File: src/rtl/ghe_pkg.sv
package ghe_pkg;

   typedef logic [7:0][63:0] sbox_type;

   typedef struct packed {
      logic         finish;
      logic         has_block;
      logic [255:0] block;
      logic [4:0]   nbytes;
   } qent_type;

   typedef struct packed {
      logic busy;
      logic done;
   } cmp_stat_type;

   localparam logic [255:0] C3_CONST = {64'hff00ffff000000ff, 64'hff0000ff00ffff00,
                                        64'h00ff00ff00ff00ff, 64'hff00ff00ff00ff00};
   localparam logic [6:0] PSI_PRE  = 7'd12;
   localparam logic [6:0] PSI_POST = 7'd61;
   localparam logic [3:0] PSI_MAX  = 4'd8;
   localparam logic [4:0] LAST_ROUND = 5'd31;
   localparam logic [4:0] KEY_REV_ROUND = 5'd24;
   localparam int ROT = 11;
   localparam logic [63:0] FULL_BITS = 64'd256;

   function automatic logic [31:0] round_fn(input logic [31:0] x, input sbox_type sb);
      logic [31:0] y;
      y = '0;
      for (int r = 0; r < 8; r++) begin
         y[4*r +: 4] = sb[r][4*x[4*r +: 4] +: 4];
      end
      return {y[31-ROT:0], y[31:32-ROT]};
   endfunction

   function automatic logic [255:0] psi1(input logic [255:0] x);
      logic [15:0] top;
      top = x[15:0] ^ x[31:16] ^ x[47:32] ^ x[63:48] ^ x[207:192] ^ x[255:240];
      return {top, x[255:16]};
   endfunction

   function automatic logic [255:0] psi_n(input logic [255:0] x, input logic [3:0] n);
      logic [255:0] y;
      y = x;
      for (int i = 0; i < 8; i++) begin
         if (4'(i) < n) y = psi1(y);
      end
      return y;
   endfunction

endpackage

File: src/rtl/ghe_back.sv
module ghe_back (
   input  logic                  clock,
   input  logic                  reset,
   input  logic                  q_valid,
   input  ghe_pkg::qent_type     q_data,
   output logic                  q_pop,
   output logic                  cmp_start,
   output logic [255:0]          cmp_h,
   output logic [255:0]          cmp_m,
   input  ghe_pkg::cmp_stat_type cmp_stat,
   input  logic [255:0]          cmp_h_out,
   output logic                  rsp_valid,
   input  logic                  rsp_stall,
   output logic [63:0]           rsp_digest_word,
   output logic [1:0]            rsp_word_index,
   output logic                  rsp_last_word
);
   import ghe_pkg::*;

   typedef enum logic [2:0] {
      B_IDLE = 3'b001,
      B_RUN  = 3'b010,
      B_EMIT = 3'b100
   } bstate_type;

   typedef enum logic [2:0] {
      K_BLK = 3'b001,
      K_LEN = 3'b010,
      K_SUM = 3'b100
   } kind_type;

   bstate_type   state_ff, state_in;
   kind_type     kind_ff, kind_in;
   logic         fin_ff, fin_in;
   logic         start_ff, start_in;
   logic [255:0] blk_ff, blk_in, hash_ff, hash_in, sum_ff, sum_in, dig_ff, dig_in;
   logic [63:0]  len_ff, len_in;
   logic         rvalid_ff, rvalid_in;
   logic [1:0]   widx_ff, widx_in;

   assign cmp_start = start_ff;
   assign cmp_h     = hash_ff;
   always_comb begin
      unique case (kind_ff)
         K_BLK:   cmp_m = blk_ff;
         K_LEN:   cmp_m = {192'd0, len_ff};
         K_SUM:   cmp_m = sum_ff;
         default: cmp_m = blk_ff;
      endcase
   end

   assign rsp_valid       = rvalid_ff;
   assign rsp_word_index  = widx_ff;
   assign rsp_last_word   = (widx_ff == 2'd3);
   assign rsp_digest_word = dig_ff[64*widx_ff +: 64];

   always_comb begin
      state_in  = state_ff;
      kind_in   = kind_ff;
      fin_in    = fin_ff;
      start_in  = 1'b0;
      blk_in    = blk_ff;
      hash_in   = hash_ff;
      sum_in    = sum_ff;
      len_in    = len_ff;
      dig_in    = dig_ff;
      rvalid_in = rvalid_ff;
      widx_in   = widx_ff;
      q_pop     = 1'b0;
      if (rvalid_ff && !rsp_stall) begin
         if (widx_ff == 2'd3) rvalid_in = 1'b0;
         else                 widx_in   = widx_ff + 2'd1;
      end
      unique case (state_ff)
         B_IDLE: begin
            if (q_valid) begin
               q_pop    = 1'b1;
               blk_in   = q_data.block;
               fin_in   = q_data.finish;
               start_in = 1'b1;
               state_in = B_RUN;
               if (q_data.has_block) begin
                  sum_in  = sum_ff + q_data.block;
                  len_in  = len_ff + (q_data.finish ? {56'd0, q_data.nbytes, 3'd0} : FULL_BITS);
                  kind_in = K_BLK;
               end else begin
                  kind_in = K_LEN;
               end
            end
         end
         B_RUN: begin
            if (cmp_stat.done) begin
               hash_in = cmp_h_out;
               unique case (kind_ff)
                  K_BLK: begin
                     if (fin_ff) begin
                        kind_in  = K_LEN;
                        start_in = 1'b1;
                     end else begin
                        state_in = B_IDLE;
                     end
                  end
                  K_LEN: begin
                     kind_in  = K_SUM;
                     start_in = 1'b1;
                  end
                  K_SUM:   state_in = B_EMIT;
                  default: state_in = B_IDLE;
               endcase
            end
         end
         B_EMIT: begin
            // previous digest must be fully drained first
            if (!rvalid_ff) begin
               dig_in    = hash_ff;
               rvalid_in = 1'b1;
               widx_in   = 2'd0;
               hash_in   = '0;
               sum_in    = '0;
               len_in    = '0;
               state_in  = B_IDLE;
            end
         end
         default: state_in = B_IDLE;
      endcase
   end

   always_ff @(posedge clock) begin
      if (reset) begin
         state_ff  <= B_IDLE;
         kind_ff   <= K_BLK;
         start_ff  <= 1'b0;
         rvalid_ff <= 1'b0;
         widx_ff   <= 2'd0;
         hash_ff   <= '0;
         sum_ff    <= '0;
         len_ff    <= '0;
      end else begin
         state_ff  <= state_in;
         kind_ff   <= kind_in;
         start_ff  <= start_in;
         rvalid_ff <= rvalid_in;
         widx_ff   <= widx_in;
         hash_ff   <= hash_in;
         sum_ff    <= sum_in;
         len_ff    <= len_in;
      end
   end

   always_ff @(posedge clock) begin
      fin_ff <= fin_in;
      blk_ff <= blk_in;
      dig_ff <= dig_in;
   end

endmodule

File: config.mk
export PLATFORM = sky130hd
export DESIGN_NAME = ghe_back
export DESIGN_NICKNAME = d
export VERILOG_FILES = /design/src/rtl/ghe_pkg.sv /design/src/rtl/ghe_back.sv
export SDC_FILE = /design/constraint.sdc
export NUM_CORES = 2
export LEC_CHECK = 0
export ABC_AREA = 1
export BUFFER_PORTS_ARGS = -buffer_cell sky130_fd_sc_hd__buf_2
export CAP_MARGIN = 20
export CORE_AREA = 2 2 436 438
export DETAILED_ROUTE_END_ITERATION = 8
export DIE_AREA = 0 0 438 440
export SLEW_MARGIN = 10
export SYNTH_ARGS = -nofsm -noshare
export SYNTH_HDL_FRONTEND = slang
export SYNTH_SLANG_ARGS = --single-unit
File: constraint.sdc
create_clock -name clock -period 26.5 [get_ports clock]
set_input_delay 6.625 -clock clock [delete_from_list [all_inputs] [get_ports clock]]
set_output_delay 6.625 -clock clock [all_outputs]
set_load 0.02 [all_outputs]
=== After elaboration in Yosys (flattened, before gate mapping) ===
Cells that the tools add are included.

* Bits in registers: 1099
* Output and inout bits: 582
* Word-level logic and storage cells: 80

* Add/subtract/negate cells: 3
* Eq/ne operators: 15
* Shifts and indexed selects: 1
* Muxes and demuxes: 38
* Bitwise gates (word level): 1
* Reductions and logical operators: 11

{| class="wikitable"
|+ Operator list
! kind !! number
|-
| one-hot mux 256 bit (2 select lines) || 3
|-
| 2-to-1 mux 256 bit || 4
|-
| adder 256 bit || 1
|-
| indexed part select 256 x 9 -> 64 bit || 1
|-
| 2-to-1 mux 64 bit || 3
|-
| one-hot mux 64 bit (2 select lines) || 1
|-
| adder 64 x 9 -> 64 bit || 1
|-
| 2-to-1 mux 3 bit || 7
|-
| one-hot mux 3 bit (3 select lines) || 2
|-
| one-hot mux 3 bit (2 select lines) || 2
|-
| 2-to-1 mux 2 bit || 5
|-
| != test 2 bit, second input constant || 5
|-
| AND reduction 5 bit || 2
|-
| 2-to-1 mux 9 bit || 1
|-
| 2-to-1 mux 1 bit || 8
|-
| equality test 3 x 1 -> 1 bit, second input constant || 2
|-
| equality test 3 x 2 -> 1 bit, second input constant || 2
|-
| equality test 3 bit, second input constant || 2
|-
| != test 3 bit, second input constant || 2
|-
| nonzero test 2 bit || 3
|-
| one-hot mux 1 bit (2 select lines) || 2
|-
| AND reduction 2 bit || 2
|-
| AND reduction 4 bit || 1
|-
| != test 3 x 2 -> 1 bit, second input constant || 1
|-
| 6 further kinds || 6
|}

=== Depth between registers and ports, before layout ===
* Depth after elaboration: 5
* Gate-level depth with buffers: 20
* Depth with buffers taken out: 20

=== Least setup slack after synthesis ===
OpenSTA, ideal clock, no wires.

* Kind: input to output
* Start: input port q_valid
* End: output port q_pop
* Arrival time: 17556 ps
* Required time: 19875 ps
* Slack: 2319 ps
* Stages on the path: 2
* Cells stage by stage: inv_1 nor2_1

* Cells in the longest elaborated chain, start to end: 2

{| class="wikitable"
|+ RTL lines
! item !! line !! source
|-
| start: declaration || ghe_back.sv:4 || <nowiki>input logic q_valid,</nowiki>
|-
| 2-to-1 mux 1 bit || ghe_back.sv:76 || <nowiki>if (q_valid) begin</nowiki>
|-
| 2-to-1 mux 1 bit || ghe_back.sv:74 || <nowiki>unique case (state_ff)</nowiki>
|-
| end: declaration || ghe_back.sv:6 || <nowiki>output logic q_pop,</nowiki>
|}

No other way between the ends.

=== Worst setup path after layout ===
Same ends and word-level chain as after synthesis.

==> metrics.log <==
[metrics] status: finished, violations left
[metrics] violations in the final reports: max-slew violations
[metrics] vias in the first global route: 75.2k
[metrics] clock tree root driver cell: sky130_fd_sc_hd__clkbuf_16
[metrics] cells on worst reg2reg path: 11
[metrics] worst-path cell with the longest stage delay: sky130_fd_sc_hd__buf_4
[metrics] die height: about 440 um
[metrics] power density over the cells: roughly 95 mW/mm^2
[metrics] crit path time final: ~14000 ps
[metrics] Max Cap Viol: 0
[metrics] transition time at the pin with the least slew margin: ~1500 ps
[metrics] Cell variety after synth: 50
[metrics] highest achievable clock rate: 70.4 MHz
[metrics] die outline area: 0.193 mm^2
[metrics] data arrival time of the worst path: roughly 7600 ps
[metrics] Placed Area: slightly above 0.08 mm^2
[metrics] multi-input gate area in the final layout: about 0.038 mm^2
[metrics] Reg-to-Reg End: cmp_h[244]$_SDFFE_PP0P_
[metrics] register area: between 0.02 and 0.03 mm^2
[metrics] IR drop worst, VDD: 0.000103 V
[metrics] cell count after synthesis: roughly 12k
[metrics] post-layout util: between 40% and 50%
[metrics] total non-filler cell area in the finished layout: 0.0874 mm^2
[metrics] worst-path cell chain: buf_2, inv_1, nor2_4, buf_4, buf_2
[metrics] average cell area after synthesis: 6.38 um^2
[metrics] start of the worst register-to-register path: state_ff[2]$_SDFFE_PP0P_
[metrics] detailed-routing iteration count for the pre-antenna-repair pass: 7
[metrics] endpoint of the worst hold-timing path: dig_ff[142]$_DFFE_PP_
[metrics] Min-Delay Startpoint: cmp_h[142]$_SDFFE_PP0P_
[metrics] synthesized net count: 12.5k
[metrics] leakage power total: about 0.044 uW
[metrics] number of buffers on the longest clock path: 3
[metrics] H-tree levels: 4
[metrics] Buf+Inv Stages, Crit Path: 4
[metrics] number of nets in the final layout: roughly 14k
[metrics] Die X: between 400 and 500 um
[metrics] GR Util All Layers: between 40 and 50%
[metrics] worst slack, placed: 12320 ps
[metrics] Rows: 160
[metrics] final RePlAce weighted congestion: 1.16
[metrics] sequential area share after synthesis: between 30 and 40%
[metrics] stage delay of the slowest cell on the critical path: 330 ps
[metrics] first-pass GRT wire length: roughly 590000 um
[metrics] number of antenna violations at the first check in global routing: between 90 and 100
[metrics] number of violations reported at the end of detailed-routing iteration 0: approximately 10k
[metrics] post-layout worst setup margin: 12310 ps
[metrics] standard cell core area: 0.189 mm^2
[metrics] clock sinks: 1096
[metrics] main flop type after synthesis: sky130_fd_sc_hd__dfxtp_1
[metrics] register-to-register path setup slack: approximately 22000 ps
[metrics] DRT antenna net count: 0
[metrics] clock tree from TritonCTS: done
[metrics] Yosys warnings: 0
[metrics] filler instances: around 20k
[metrics] number of top-level pins: ~1.1k
[metrics] cell repeated most along the worst path: sky130_fd_sc_hd__buf_2
[metrics] largest net degree at the start of global routing: approximately 200
[metrics] insertion delay of the later-clocked pin in the worst-skew pair: ~840 ps
[metrics] cell family with the largest share of critical-path delay: buffers and inverters
[metrics] synthesized area: between 0.07 and 0.08 mm^2
[metrics] clock-pin slew on the worst setup and hold paths: about 60 ps
[metrics] number of CTS-inserted buffers: between 100 and 150
[metrics] kind of end point of the critical path: output port
[metrics] number of resized instances in the post-cts repair step: 0
[metrics] vias post-DR: approximately 84k
[metrics] Vias per Instance: roughly 5.5
[metrics] buffers inserted during post-CTS setup optimization: 0
[metrics] unrepaired setup endpoints after global routing: false
[metrics] worst rel slew slack: -1.15%
[metrics] average wire per cell in the routed design: 28.6 um
[metrics] hold buffer count at CTS: 0
[metrics] critical path startpoint category: primary input
[metrics] critical path start-end classification: primary input to output port
[metrics] Area Growth Syn to Fin: 17.0%
[metrics] final slew viol count: 30
[metrics] final period utilization: between 50 and 60%
[metrics] count of input and output buffers: between 1k and 1.5k
[metrics] sum of internal, switching and leakage power: approximately 8300 uW
[metrics] fraction of layout instances using a drive strength above 1: a little over an eighth
[metrics] setup total negative slack: 0 ps
[metrics] HPWL reported at the end of detailed placement: roughly 370000 um
[metrics] Initial Utilization: between 30% and 40%
[metrics] highest fanout seen on the critical path: 4
[metrics] Hold Crit Depth: 0
[metrics] number of synthesized register bits: around 1.1k
[metrics] number of synthesized flops with an enable pin: 513
[metrics] final setup vio count: 0
[metrics] worst clock skew: between 50 and 60 ps
[metrics] number of remaining DRC errors: 0
[metrics] total grt overflow: 0
[metrics] Hold Vio Cnt, Final: 0
[metrics] fraction of registers with async set or reset after synthesis: 0%
[metrics] hold crit path type: flop to flop
[metrics] Detailed Route WL: about 440000 um
[metrics] required time at the worst-slack endpoint: slightly below 20000 ps
## per-layer routing
metal / up-vias / track usage (%) / share of wire, %
li1: 38600 / - / -
met1: 39400 / 53.2 / 38
met2: 5060 / 64.7 / 42
met3: 1087 / 13.5 / 11
met4: 38 / 34.6 / 9.2
met5: - / 0.620 / 0.059
## metrics by stage
stage                     hold slack [ps]  instances
after floorplan                       440      11700
after global placement                437      15100
after detailed placement              437      15100
after CTS                             419      15300
after global routing                  446      15400
final                                 427      15400
## cell usage in the layout, fill, tap and decap left out, drive strengths merged, types with 101 or more instances in the layout
master and instances:
a21oi 779, a22o 195, buf 1177, clkbuf 173, dfxtp 583, edfxtp 513, ha 261, inv 2249
nand2 4443, nand3 800, nor2 952, nor3 101, o211ai 110, o21ai 153
## flip-flops by register name, indices dropped and copies added, names as in the netlist, 2 cells and up
register and count:
blk_ff 256, dig_ff 256, len_ff 61, cmp_h 256
rsp_word_index 2, state_ff 3, sum_ff 256, kind_ff 3
## Yosys cell counts (all sizes together) (2+ instances only)
cell,n,area [um^2]
nand2,4443,16900
inv,2242,8420
nor2,952,3630
nand3,800,4020
a21oi,779,4240
dfxtp,583,11700
edfxtp,513,15400
ha,261,3270
clkbuf,217,815
a22o,195,1710
o21ai,153,777
o211ai,110,826
nor3,101,527
buf,95,611
nand4,72,457
or2,71,444
xor2,40,350
nand3b,26,195
nor4,24,150
o21bai,18,135
and2,9,56.3
a21boi,2,15.0
a31oi,2,12.5
fa,2,40.0
xnor2,2,17.5
## worst register-to-register path, delay by kind of cell, from the launching register on
| kind | cells | cell delay (ps) |
|---|---|---|
| AO/OA/AOI/OAI | 2 | 730 |
| buffers and inverters | 6 | 2430 |
| flip-flops | 1 | 410 |
| AND/OR/NAND/NOR | 3 | 1240 |
## area by class of cell
| class | instances | share of cell area, % |
|---|---|---|
| Antenna cell | 78 | 0.223 |
| Clock buffer | 172 | 4.00 |
| Clock inverter | 69 | 1.17 |
| Inverter | 2243 | 9.67 |
| Multi-Input combinational cell | 8070 | 43.3 |
| Sequential cell | 1096 | 31.0 |
| Tap cell | 2511 | 3.59 |
| Timing Repair Buffer | 1178 | 7.05 |
## where the power goes
group	switching, uW	internal, uW	leakage [uW]
sequential	333	2140	0.00951
combinational	2910	1010	0.0320
clock	852	1080	0.00216
## cells by family (layout without fill, tap and decap cells)
logic type,after synthesis,in the layout,share of synthesized area (%)
DFF,1096,1096,36.2
buffers and inverters,2555,3662,13.2
other,0,78,0
AOI/OAI and AO/OA,1266,1266,10.4
and+or+nand+nor,6499,6499,35.3
adders and majority gates,263,263,4.42
xor gates and xnor gates,42,42,0.492
## worst max path at each step
stage	from	depth (start not counted)	end	slack (ps)
5_1_grt	q_valid	5	q_pop	12280
4_1_cts	q_valid	5	q_pop	12310
3_3_place_gp	q_valid	5	q_pop	12310
6_report	q_valid	5	q_pop	12310
2_1_floorplan	q_valid	2	q_pop	2320
3_5_place_dp	q_valid	5	q_pop	12320
Power figures use the tool's default switching activity.
