==> src/rtl/ghe_pkg.sv <==
package ghe_pkg;

   typedef logic [7:0][63:0] sbox_type;

   typedef struct packed {
      logic         finish;
      logic         has_block;
      logic [255:0] block;
      logic [4:0]   nbytes;
   } qent_type;

   typedef struct packed {
      logic busy;
      logic done;
   } cmp_stat_type;

   localparam logic [255:0] C3_CONST = {64'hff00ffff000000ff, 64'hff0000ff00ffff00,
                                        64'h00ff00ff00ff00ff, 64'hff00ff00ff00ff00};
   localparam logic [6:0] PSI_PRE  = 7'd12;
   localparam logic [6:0] PSI_POST = 7'd61;
   localparam logic [3:0] PSI_MAX  = 4'd8;
   localparam logic [4:0] LAST_ROUND = 5'd31;
   localparam logic [4:0] KEY_REV_ROUND = 5'd24;
   localparam int ROT = 11;
   localparam logic [63:0] FULL_BITS = 64'd256;

   function automatic logic [31:0] round_fn(input logic [31:0] x, input sbox_type sb);
      logic [31:0] y;
      y = '0;
      for (int r = 0; r < 8; r++) begin
         y[4*r +: 4] = sb[r][4*x[4*r +: 4] +: 4];
      end
      return {y[31-ROT:0], y[31:32-ROT]};
   endfunction

   function automatic logic [255:0] psi1(input logic [255:0] x);
      logic [15:0] top;
      top = x[15:0] ^ x[31:16] ^ x[47:32] ^ x[63:48] ^ x[207:192] ^ x[255:240];
      return {top, x[255:16]};
   endfunction

   function automatic logic [255:0] psi_n(input logic [255:0] x, input logic [3:0] n);
      logic [255:0] y;
      y = x;
      for (int i = 0; i < 8; i++) begin
         if (4'(i) < n) y = psi1(y);
      end
      return y;
   endfunction

endpackage

==> src/rtl/ghe_front.sv <==
module ghe_front (
   input  logic               clock,
   input  logic               reset,
   input  logic               req_valid,
   output logic               req_stall,
   input  logic               req_action,
   input  logic [63:0]        req_block_word_0,
   input  logic [63:0]        req_block_word_1,
   input  logic [63:0]        req_block_word_2,
   input  logic [63:0]        req_block_word_3,
   input  logic [4:0]         req_byte_count,
   output logic               q_valid,
   output ghe_pkg::qent_type  q_data,
   input  logic               q_pop
);
   import ghe_pkg::*;

   qent_type   ent_ff [2];
   logic       wr_ptr_ff, wr_ptr_in;
   logic       rd_ptr_ff, rd_ptr_in;
   logic [1:0] cnt_ff, cnt_in;
   logic       push;
   qent_type   ent_new;
   logic [255:0] raw;

   assign req_stall = (cnt_ff == 2'd2);
   assign push      = req_valid && !req_stall;
   assign q_valid   = (cnt_ff != 2'd0);
   assign q_data    = ent_ff[rd_ptr_ff];

   // finish beats drop bytes at or past the byte count
   always_comb begin
      raw = {req_block_word_3, req_block_word_2, req_block_word_1, req_block_word_0};
      ent_new.finish    = req_action;
      ent_new.has_block = !req_action || (req_byte_count != 5'd0);
      ent_new.nbytes    = req_byte_count;
      for (int i = 0; i < 32; i++) begin
         ent_new.block[8*i +: 8] = (!req_action || (5'(i) < req_byte_count)) ?
                                   raw[8*i +: 8] : 8'h00;
      end
   end

   always_comb begin
      wr_ptr_in = push ? !wr_ptr_ff : wr_ptr_ff;
      rd_ptr_in = q_pop ? !rd_ptr_ff : rd_ptr_ff;
      cnt_in    = cnt_ff + 2'(push) - 2'(q_pop);
   end

   always_ff @(posedge clock) begin
      if (reset) begin
         wr_ptr_ff <= 1'b0;
         rd_ptr_ff <= 1'b0;
         cnt_ff    <= 2'd0;
      end else begin
         wr_ptr_ff <= wr_ptr_in;
         rd_ptr_ff <= rd_ptr_in;
         cnt_ff    <= cnt_in;
      end
   end

   always_ff @(posedge clock) begin
      if (push) ent_ff[wr_ptr_ff] <= ent_new;
   end

endmodule

==> config.mk <==
export PLATFORM = sky130hd
export DESIGN_NAME = ghe_front
export DESIGN_NICKNAME = d
export VERILOG_FILES = /design/src/rtl/ghe_pkg.sv /design/src/rtl/ghe_front.sv
export SDC_FILE = /design/constraint.sdc
export NUM_CORES = 1
export LEC_CHECK = 0
export BUFFER_PORTS_ARGS = -buffer_cell sky130_fd_sc_hd__buf_2
export CAP_MARGIN = 10
export CORE_ASPECT_RATIO = 0.6
export CORE_UTILIZATION = 48
export DETAILED_ROUTE_END_ITERATION = 6
export PLACE_DENSITY = 0.72
export SYNTH_ARGS = -nofsm -noshare
export SYNTH_HDL_FRONTEND = slang
export SYNTH_SLANG_ARGS = --single-unit
==> constraint.sdc <==
create_clock -name clock -period 9.6 [get_ports clock]
set_input_delay 0 -clock clock [delete_from_list [all_inputs] [get_ports clock]]
set_output_delay 0 -clock clock [all_outputs]
set_load 0.02 [all_outputs]
# [Word level (Yosys, flattened, before mapping)]
# Memory sizes are Yosys's and may differ from the RTL's. A register that Yosys moved wholly into a read port is not among the register bits.
# Cells that the tools add are included.
[totals] register_bits=4 ramBits=526 output_inout_bits=265 word_cells=115 memories=1
[op_classes] n_addsub=2 order_cmp=32 eq_ne=1 muxes=36 reduce_logical=40
[memory_table] memory="ent_ff" words=2 word_bits=263 rd=1 rd_clocked_by_memory_dff=1 wr=1 line="ghe_front.sv:18" source="qent_type ent_ff [2];"
[op_table] op="$mux W8" count=32
[op_table] op="$lt A5 B5 Y1 const A" count=16
[op_table] op="$lt A4 B5 Y1 const A" count=8
[op_table] op="$logic_or A1 B1 Y1" count=33
[op_table] op="$lt A3 B5 Y1 const A" count=4
[op_table] op="$lt A1 B5 Y1 const A" count=2
[op_table] op="$lt A2 B5 Y1 const A" count=2
[op_table] op="$reduce_bool A5 Y1" count=1
[op_table] op="$logic_not A1 Y1" count=4
[op_table] op="$mux W1" count=4
[op_table] op="$add A2 B1 Y2" count=1
[op_table] op="$eq A2 B2 Y1 const B" count=1
[op_table] op="$reduce_bool A2 Y1" count=1
[op_table] op="$sub A2 B1 Y2" count=1
[op_table] op="$logic_and A1 B1 Y1" count=1

# [Longest topological paths before layout]
# Gate-level depths: netlist of the first run.
[logic_depth] ltp_word=5 mapped_depth=8 depth_no_buf=8

# [Worst setup path after synthesis of the first run]
# OpenSTA, ideal clock, no wires.
[synth_path] path_type="flip-flop to flip-flop" from="register cnt_ff[0]" to="memory ent_ff[1][0] (netlist bit) (enable)" t_arrival_ns=6.487 t_required_ns=8.941 path_slack_ns=2.454 stages_incl_launch_ff=3 n_path_buf=0 cell_sequence="dfxtp_1 > nand2b_1 > and3_1"
[synth_between] elab_chain_len=5
[synth_lines] element="start: declaration" line="ghe_front.sv:21" source="logic [1:0] cnt_ff, cnt_in;"
[synth_lines] element="start signal: assignment" line="ghe_front.sv:57" source="cnt_ff <= cnt_in;"
[synth_lines] element="$eq A2 B2 Y1" line="ghe_front.sv:26" source="assign req_stall = (cnt_ff == 2'd2);"
[synth_lines] element="$logic_not A1 Y1" line="ghe_front.sv:27" source="assign push = req_valid && !req_stall;"
[synth_lines] element="$logic_and A1 B1 Y1" line="ghe_front.sv:27"
[synth_lines] element="$mux W1" line="ghe_front.sv:62" source="if (push) ent_ff[wr_ptr_ff] <= ent_new;"
[synth_lines] element="$mux W1 (not written as such)" line="ghe_front.sv:62"
[synth_lines] element="end: declaration" line="ghe_front.sv:18"
# Every way passes these cells.

# [Worst setup path in the final report of the first run]
[layout_path] from="register cnt_ff[0]" to="memory ent_ff[0][9] (netlist bit) (enable)"
# The elaborated chain is that of the path after synthesis.

==> results.md, run 1 <==
* Status: completed
* Yosys cell types at 31
* Power density cells at 205.3 nW/um^2
* Critical Path Source: cnt_ff[0]$_SDFF_PP0_
* Most common cell after layout, fill and taps aside: buf_2
* Vias per cell at 5.060
* Async SR Flop Fraction at 0%
* EDFF count, synth at 526
* Initial antenna violation count at 6
* Gates resized, CTS repair at 0
* Max clock buf depth at 3
* Fmax at 317.5 MHz
* CP Capture Type: flop
* Max_cap viols at 0
* Yosys top cell by area: edfxtp_1
* DR vias at 13.11k
* DRT iter0 DRCs at 884
* CTS Sinks at 531
* Setup TNS at 0 ns
* Setup CP Type: reg2reg
* Fin cells at 2,590
* DP Wirelength at 33,650 um
* Dominant synthesized flop cell: edfxtp_1
* Clock-pin slew on the worst setup and hold paths at 0.06 ns
* FF-to-FF setup slack at 6.45 ns
* Root Driver: clkbuf_16
* Total global-route track usage at 23.37%
* Synthesized instance count at 1,159
* Hold_buf cts at 266
* Final net count at 2,243
* Horiz. Die Dim at 272.4 um
* Slew Limit Headroom at 0.1934%
* Critical path peak fanout at 126
* Worst hold stages at 3
* DRC Markers at 0
* Synth Net Count at 1,427
* Clock latency at the later pin of the worst-skew pair at 0.55 ns
* Flops & latches, synth at 531
* Area grow syn2layout at 35.48%
* Avg Cell Area, Syn at 18.17 um^2
* RR Endpoint: ent_ff[0][9]$_DFFE_PP_
* Final setup viols at 0
* Die H at 164.2 um
* Die area at 44,730 um^2
* Worst vdd ir at 0.0001423 V
* Max-slew violations at 0
* Final Critical Period at 3.150 ns
* Syn. warnings at 0
* IO Pins at 531
* R2R depth at 5
* Top cells by area, synth: edfxtp_1 75%, mux2_2 14%, and2_1 5.5%
* Unrepaired setup endpoints after global routing: false
* Tcrit/Tclk final at 32.81%
* Hold Crit Class: in2reg
* Postcts setup bufs at 0
* CTS tree: built
* Routability cong. at 0.8478
* Post-synth design cell area at 21,050 um^2
* Input/output buffers at 530
* Hold Path End: cnt_ff[0]$_SDFF_PP0_
* Drt pass-1 iters at 5
* GRT Residual Overflow at 0
* Share of post-route cells with drive strength above 1 at 43.55%
* Top cell type's share of synthesized area at 75.02%
* Initial Utilization at 48.67%
* Detailed Route WL at 53,850 um
* Clock skew at 0.01109 ns
* Final hold viol count at 0
* Required @ worst endpoint at 9.77 ns
* Worst hold start: reset
* Sequential area share after synthesis at 75.50%
* Largest net degree at the start of global routing at 173
* Arr. time, crit path at 3.32 ns
* Worst reg2reg startpoint: cnt_ff[0]$_SDFF_PP0_
* Commonest non-fill, non-tap cells in the layout: 530 x buf_2, 526 x edfxtp_1, 266 x dlygate4sd3_1
* Startpoint types: flop
* # rows at 59
* H-tree level count at 2
* Cell count after placement at 2,238
* Post-route ant nets at 0
* Slew @ Worst Pin at 1.497 ns
* Drt wl/cell at 20.79 um
* First-pass GRT wire length at 79,050 um
* Core ar. at 43,260 um^2
* Num CTS Buffers at 48
* Vias in the first global route at 13.73k
* P_leak at 10.90 nW
## where the power goes
part / internal (mW) / leakage [nW] / switching [mW]
combinational: 0.425 / 5.16 / 0.638
sequential: 2.83 / 5.00 / 0.0556
clock: 1.09 / 0.740 / 0.816
total: 4.35 / 10.9 / 1.51
## worst max path at each step
stage          slack (ns)                      to  cells past startpoint
2_1_floorplan        2.45  ent_ff[1][0]$_DFFE_PP_                      2
3_3_place_gp         6.54  ent_ff[0][6]$_DFFE_PP_                      5
3_5_place_dp         6.49  ent_ff[0][8]$_DFFE_PP_                      5
4_1_cts              6.47  ent_ff[0][9]$_DFFE_PP_                      5
5_1_grt              6.27  ent_ff[0][9]$_DFFE_PP_                      5
6_report             6.45  ent_ff[0][9]$_DFFE_PP_                      5
## layout make-up
cell class | count | area (um^2)
Multi-Input combinational cell | 583 | 4940
Clock inverter | 23 | 259.0
Inverter | 5 | 26.28
Antenna cell | 4 | 10.01
Timing Repair Buffer | 806 | 5403
Tap cell | 579 | 724.4
Clock buffer | 59 | 1264
Sequential cell | 531 | 15900
Fill cell | 2955 | 14730
## flip-flops by register name, summed over array words and instances (netlist names), named ones only
signal	count
cnt_ff	2
ent_ff	526
rd_ptr_ff	1
wr_ptr_ff	1
## cell families (layout without fill, tap and decap cells)
group | count (synthesis) | in the layout | share of synthesized area [%]
AOI/OAI and AO/OA | 20 | 20 | 0.5171
xor gates and xnor gates | 2 | 2 | 0.08321
adders and majority gates | 2 | 2 | 0.1188
buffers and inverters | 45 | 893 | 1.064
DFF | 531 | 531 | 75.50
muxes | 263 | 263 | 14.07
other | 0 | 4 | 0
and+or+nand+nor | 296 | 296 | 8.653
## critical path, cell delays in order (launching register included)
cell      delay (ns)
dfxtp_1         0.35
nand2b_1        0.17
inv_1           0.08
or3_1           0.42
inv_8           0.69
buf_4           0.90
## cells in the mapped netlist, drive strengths merged, types with 2 or more instances
cell and number:
a21oi 2, ha 2, and2 185, and3 33, nor2 6, inv 5, nor3 2, o21ai 16
nor2b 38, edfxtp 526, mux2 263, buf 33, nand2 17, nand3 4, nand2b 2, clkbuf 7
dfxtp 5, and2b 5
## stage by stage
step / utilization [%] / worst slack, ns / power (mW) / instance area, um^2 / hold slack (ns)
final: 65.94 / 6.450 / 5.857 / 28520 / 0.2666
after global routing: 65.94 / 6.274 / 6.064 / 28520 / 0.2437
after CTS: 65.92 / 6.470 / 5.901 / 28510 / 0.1730
after detailed placement: 56.24 / 6.486 / 3.907 / 24330 / 0.2206
after global placement: 56.24 / 6.542 / 3.883 / 24330 / 0.2196
after floorplan: - / 2.454 / 3.598 / 21050 / 0.06907
## metal layers
layer  wire length, um  global-route usage, %  up-vias
met3              3561                  5.234      110
met5                 0                      0        -
met1             21400                  29.15     6495
met4              1888                  8.963        0
li1                  -                      -     6020
met2             27000                  39.96      480
(Power assumes the default switching activity.)
==> inputs of run 2 (changes only) <==
--- a/config.mk
+++ b/config.mk
@@ -10,7 +10,7 @@
 export CORE_ASPECT_RATIO = 0.6
 export CORE_UTILIZATION = 48
 export DETAILED_ROUTE_END_ITERATION = 6
-export PLACE_DENSITY = 0.72
+export PLACE_DENSITY = 0.75
 export SYNTH_ARGS = -nofsm -noshare
 export SYNTH_HDL_FRONTEND = slang
 export SYNTH_SLANG_ARGS = --single-unit
==> constraint.sdc (replaced) <==
create_clock -name clock -period 2.8 [get_ports clock]
set_input_delay 0 -clock clock [delete_from_list [all_inputs] [get_ports clock]]
set_output_delay 0 -clock clock [all_outputs]
set_load 0.02 [all_outputs]
==> run 2 against run 1 <==
Wire length is 1.7% higher. Die area stayed put. First-iteration DRC count is 2.1% lower. Flip-flop and latch count stayed put. Worst setup slack worse by 5.9 ns. Cell count is 0.69% higher. Hold slack worse by 0.043 ns.
==> results.md, run 2 (synthesis results as in run 1) <==
* Status: completed
* Arr. time, crit path at 2.29 ns (-1.03 ns)
* DP Wirelength at 34,560 um (+2.7%)
* IO Pins at 531 (unchanged)
* Clock latency at the later pin of the worst-skew pair at 0.55 ns (about the same)
* Hold Crit Class: in2reg
* Initial antenna violation count at 6 (unchanged)
* Max reg flops at 526 (unchanged)
* Setup TNS at 0 ns (unchanged)
* Switching Fraction at 26.17% (+0.41 points)
* Filler instances at 2,933 (-0.74%)
* Routability cong. at 0.8261 (-2.6%)
* Final Critical Period at 2.288 ns
* Slew @ Worst Pin at 1.061 ns (-0.4366 ns)
* Final hold viol count at 0 (unchanged)
* DRC Markers at 0 (unchanged)
* Startpoint types: flop
* Input/output buffers at 530 (unchanged)
* Fmax at 437.2 MHz
* CTS Sinks at 531 (unchanged)
* Biggest register: ent_ff
* Root Driver: clkbuf_16
* Vias per cell at 5.097 (+0.74%)
* Hold_buf cts at 266 (unchanged)
* Die H at 164.2 um (unchanged)
* Max_cap viols at 0 (unchanged)
* CP Capture Type: primary output
* GRT Residual Overflow at 0 (unchanged)
* Switching power total at 5.212 mW (+250%)
* Most common cell after layout, fill and taps aside: buf_2
* Seq pwr share at 49.6% (+0.3 points)
* Num CTS Buffers at 48 (unchanged)
* Final net count at 2,257 (+0.62%)
* DRT iter0 DRCs at 865 (-2.1%)
* DR vias at 13.29k (+1.4%)
* P_leak at 10.98 nW (+0.66%)
* Detailed Route WL at 54,790 um (+1.7%)
* Power density cells at 694.4 nW/um^2 (+240%)
* Commonest non-fill, non-tap cells in the layout: 530 x buf_2, 526 x edfxtp_1, 266 x dlygate4sd3_1
* Vias in the first global route at 13.97k (+1.7%)
* Tcrit/Tclk final at 81.70%
* Setup CP Type: reg2out
* Max clock buf depth at 3 (unchanged)
* Postcts setup bufs at 0 (unchanged)
* # rows at 59 (unchanged)
* Critical path peak fanout at 66 (-48%)
* Drt pass-1 iters at 5 (unchanged)
* Horiz. Die Dim at 272.4 um (unchanged)
* Met1 WL at 21,580 um (+0.83%)
* Clock-pin slew on the worst setup and hold paths at 0.06 ns (about the same)
* Pint at 14.71 mW (+240%)
* Logic pwr share at 18.8% (+0.7 points)
* Die area at 44,730 um^2 (unchanged)
* Worst vdd ir at 0.0004287 V (+200%)
* Largest net degree at the start of global routing at 95 (-45%)
* H-tree level count at 2 (unchanged)
* Initial Utilization at 48.67% (unchanged)
* First-pass GRT wire length at 79,920 um (+1.1%)
* Max-slew violations at 0 (unchanged)
* Unrepaired setup endpoints after global routing: false
* Largest registers: ent_ff x526, cnt_ff x2
* Gates resized, CTS repair at 0 (unchanged)
* Clock share of power at 31.5% (-1.1 points)
* Total global-route track usage at 23.69% (+0.31 points)
* Slew Limit Headroom at 28.82% (+29 points)
* Routed wl met3 at 3418 um (-4.0%)
* Final setup viols at 0 (unchanged)
* Core ar. at 43,260 um^2 (unchanged)
* Post-route ant nets at 0 (unchanged)
* CTS tree: built
* Required @ worst endpoint at 2.80 ns (-6.97 ns)
* Hold Slack at 0.2237 ns (-0.04295 ns)
* Uppermost layer routed: met5
* Share of post-route cells with drive strength above 1 at 44.17% (+0.62 points)
* Area grow syn2layout at 36.24%
* Clock skew at 0.01014 ns (-0.0009566 ns)
* Met2 wire len at 27,880 um (+3.2%)
* Drt wl/cell at 21.01 um (+1.0%)
run 2: layout make-up:
| class | instances | area (um^2) | area share [%] |
|---|---|---|---|
| Antenna cell | 5 | 12.51 | 0.04362 |
| Clock buffer | 63 | 1279 | 4.458 |
| Clock inverter | 22 | 182.7 | 0.6369 |
| Inverter | 5 | 25.02 | 0.08724 |
| Multi-Input combinational cell | 583 | 4952 | 17.26 |
| Sequential cell | 531 | 15900 | 55.43 |
| Tap cell | 579 | 724.4 | 2.526 |
| Timing Repair Buffer | 820 | 5608 | 19.55 |
run 2: final timing paths:
check / from / to / slack, ns / cells after the start
setup / recovery: flop / q_data[134] / 0.51 / 3
setup reg to reg: cnt_ff[0]$_SDFF_PP0_ / ent_ff[0][214]$_DFFE_PP_ / 0.83 / 5
hold reg to reg: wr_ptr_ff$_SDFFE_PP0P_ / wr_ptr_ff$_SDFFE_PP0P_ / 0.50 / 2
hold / removal: reset / wr_ptr_ff$_SDFFE_PP0P_ / 0.22 / 3
run 2: worst max-delay path: stages, from the launching register on:
cell and delay [ns]:
dfxtp_4 0.73, buf_12 0.40, mux2_2 0.38, buf_2 0.17
run 2: power groups by stage:
| stage | registers, mW | logic (mW) | clock network, mW |
|---|---|---|---|
| floorplan | 10.1 | 2.17 | 0 |
| global placement | 10.0 | 3.38 | 0 |
| detailed placement | 10.1 | 3.41 | 0 |
| CTS | 9.89 | 3.73 | 6.37 |
| global route | 9.95 | 3.96 | 6.71 |
| finish | 9.89 | 3.75 | 6.28 |
run 2: per-layer routing:
metal | global-route usage, % | up-vias
li1 | - | 6049
met1 | 28.95 | 6621
met2 | 40.94 | 500
met3 | 5.599 | 122
met4 | 9.116 | 2
met5 | 0 | -
run 2: through the flow:
| step | worst slack, ns | util (%) | total power [mW] | instances | instance area (um^2) |
|---|---|---|---|---|---|
| floorplan | -2.178 | - | 12.26 | 1159 | 21080 |
| global placement | 0.8782 | 56.75 | 13.39 | 2252 | 24550 |
| detailed placement | 0.8411 | 56.75 | 13.47 | 2252 | 24550 |
| CTS | 0.4560 | 66.28 | 19.99 | 2603 | 28670 |
| global route | 0.4031 | 66.31 | 20.63 | 2608 | 28680 |
| finish | 0.5125 | 66.31 | 19.92 | 2608 | 28680 |
==> inputs of run 3 (changes only) <==
==> constraint.sdc (replaced) <==
create_clock -name clock -period 1.9 [get_ports clock]
set_input_delay 0 -clock clock [delete_from_list [all_inputs] [get_ports clock]]
set_output_delay 0 -clock clock [all_outputs]
set_load 0.02 [all_outputs]
==> run 3 against run 2 <==
The run now ends with setup timing left. Via count is 5.2% higher. Global-route usage rose by 1.3 points. Largest power group unchanged. Clock skew grew 0.015 ns.
==> results.md, run 3 (synthesis results as in run 1) <==
* Status: complete, but fails checks
* Failing checks: setup timing
* Max_cap viols at 0 (unchanged)
* Share of post-route cells with drive strength above 1 at 46.29% (+2.1 points)
* Post-route ant nets at 0 (unchanged)
* Horiz. Die Dim at 272.4 um (unchanged)
* Routability cong. at 0.8368 (+1.3%)
* Detailed Route WL at 61,810 um (+13%)
* DRT iter0 DRCs at 947 (+9.5%)
* DRC Markers at 0 (unchanged)
* Hold Path End: cnt_ff[0]$_SDFF_PP0_
* Startpoint types: flop
* CP bufs+invs at 4 (+2)
* IO Pins at 531 (unchanged)
* Drt wl/cell at 23.15 um (+10%)
* Vias in the first global route at 14.18k (+1.5%)
* Final WS setup at -0.06071 ns (-0.5732 ns)
* GRT Residual Overflow at 0 (unchanged)
* Arr. time, crit path at 1.96 ns (-0.33 ns)
* Total global-route track usage at 24.96% (+1.3 points)
* Input/output buffers at 530 (unchanged)
* Power density cells at 1029 nW/um^2 (+48%)
* Critical-path cell list: buf_12 -> clkbuf_16 -> buf_6 -> mux2_2 -> buf_2
* Slew @ Worst Pin at 1.225 ns (+0.1649 ns)
* Root Driver: clkbuf_16
* CP Capture Type: primary output
* Max-slew violations at 0 (unchanged)
* Num CTS Buffers at 49 (+2.1%)
* H-tree level count at 2 (unchanged)
* Largest registers: ent_ff x526, cnt_ff x2
* Clock skew at 0.02529 ns (+0.01515 ns)
* Initial Utilization at 48.67% (unchanged)
* CTS Sinks at 531 (unchanged)
* Overall Power at 31.85 mW (+60%)
* Final setup viols at 45 (+45)
* Initial antenna violation count at 2 (-4)
* Setup CP Type: reg2out
* Required @ worst endpoint at 1.90 ns (-0.90 ns)
* Largest net degree at the start of global routing at 48 (-49%)
* Core Util, Final at 71.57% (+5.3 points)
* Fmax at 510.0 MHz
* Worst hold stages at 3 (unchanged)
* Max reg flops at 526 (unchanged)
* CTS tree: built
* Most common cell after layout, fill and taps aside: edfxtp_1
* CP delay by family, top: buffers and inverters
* Area grow syn2layout at 47.06%
* # rows at 59 (unchanged)
* Die H at 164.2 um (unchanged)
* Core ar. at 43,260 um^2 (unchanged)
* Clock-pin slew on the worst setup and hold paths at 0.07 ns (about the same)
* Worst reg2reg startpoint: cnt_ff[0]$_SDFF_PP0_
* Biggest register: ent_ff
* Vias per cell at 5.239 (+2.8%)
* DR vias at 13.99k (+5.2%)
* Die area at 44,730 um^2 (unchanged)
* Final hold viol count at 0 (unchanged)
* Critical path peak fanout at 7 (-89%)
* Multi-input logic area at 5309 um^2 (+7.2%)
* Tcrit/Tclk final at 103.2%
* Unrepaired setup endpoints after global routing: true
* Commonest non-fill, non-tap cells in the layout: 526 x edfxtp_1, 434 x buf_2, 266 x dlygate4sd3_1
* Filler instances at 2,588 (-12%)
* Drt pass-1 iters at 5 (unchanged)
* DP Wirelength at 37,310 um (+8.0%)
* Critical Path Slowest Stage Cell: dfxtp_4
* First-pass GRT wire length at 82,830 um (+3.6%)
* Worst hold start: reset
* Clock latency at the later pin of the worst-skew pair at 0.58 ns (+0.03 ns)
* Slew Limit Headroom at 17.44% (-11 points)
* Max stage delay on crit path at 0.37 ns (-0.36 ns)
* P_leak at 12.13 nW (+11%)
* R2R depth at 6 (+1)
* FF-to-FF setup slack at 0.11 ns (-0.72 ns)
* Worst vdd ir at 0.0008125 V (+90%)
* Max clock buf depth at 3 (unchanged)
* RR Endpoint: ent_ff[0][213]$_DFFE_PP_
* Final Critical Period at 1.961 ns
* Hold Crit Class: in2reg
* Seq. cell area at 15,900 um^2 (about the same)
* Final net count at 2,317 (+2.7%)
## run 3: cell types whose count changed in the layout (fill, tap and decap cells not counted), moves of 12 or more
| cell | change |
|---|---|
| buf_4 | +13 |
| mux2_4 | +95 |
| mux2_2 | -95 |
| buf_6 | +96 |
| clkbuf_1 | -12 |
| clkbuf_16 | +12 |
| buf_2 | -96 |
| buf_12 | +19 |
## run 3: layer usage
layer	global-route usage [%]	routed length, um
met5	0	0
met3	5.614	4608
met2	44.54	31860
met4	6.997	1680
met1	30.53	23660
## run 3: worst max path at each step
stage,start,end,cells after the start
detailed placement,cnt_ff[0]$_SDFF_PP0_,ent_ff[0][75]$_DFFE_PP_,6
global placement,cnt_ff[0]$_SDFF_PP0_,ent_ff[0][70]$_DFFE_PP_,6
global route,flop,q_data[202],5
floorplan,cnt_ff[0]$_SDFF_PP0_,ent_ff[0][0]$_DFFE_PP_,4
CTS,flop,q_data[188],5
finish,flop,q_data[202],5
## run 3: cell type report
type,instances,share of cell area [%]
flip-flops and latches,531,51.36
repair buffers,879,23.67
multi-input cells,583,17.15
clock buffers,51,3.984
well taps,579,2.340
clock inverters,38,1.386
inverters,5,0.08082
diodes,4,0.03233
## run 3: worst register-to-register path: stages (launching register included)
cell        delay, ns
dfxtp_2          0.34
nand2b_4         0.14
inv_4            0.04
or3_4            0.38
clkinvlp_4       0.18
buf_12           0.19
buf_16           0.20
## run 3: where the power goes
part | switching [mW] | internal (mW) | leakage, nW | total (mW)
Combinational | 3.70 | 3.32 | 6.31 | 7.03
Sequential | 0.298 | 14.3 | 5.01 | 14.6
Clock | 4.40 | 5.85 | 0.816 | 10.2
Total | 8.41 | 23.4 | 12.1 | 31.9
## run 3: timing repair
item	in CTS	in global routing
endpoints found under the hold margin	533	0
setup endpoints to repair	248	272
cloned	4	13
pin swaps	0	0
hold buffers	266	0
gates resized for setup	103	210
buffers inserted	8	2
## run 3: metrics by stage
step / cells / TNS [ns] / instance area, um^2 / hold slack, ns / worst slack [ns]
2_1_floorplan: 1159 / -1395.50 / 21080 / 0.06907 / -3.078
3_3_place_gp: 2286 / 0 / 25080 / 0.2264 / 0.08383
3_5_place_dp: 2286 / 0 / 25080 / 0.2313 / 0.06484
4_1_cts: 2652 / -6.480 / 29950 / 0.1841 / -0.08511
5_1_grt: 2668 / -7.889 / 30960 / 0.1876 / -0.1096
6_report: 2670 / -0.8798 / 30960 / 0.1732 / -0.06071
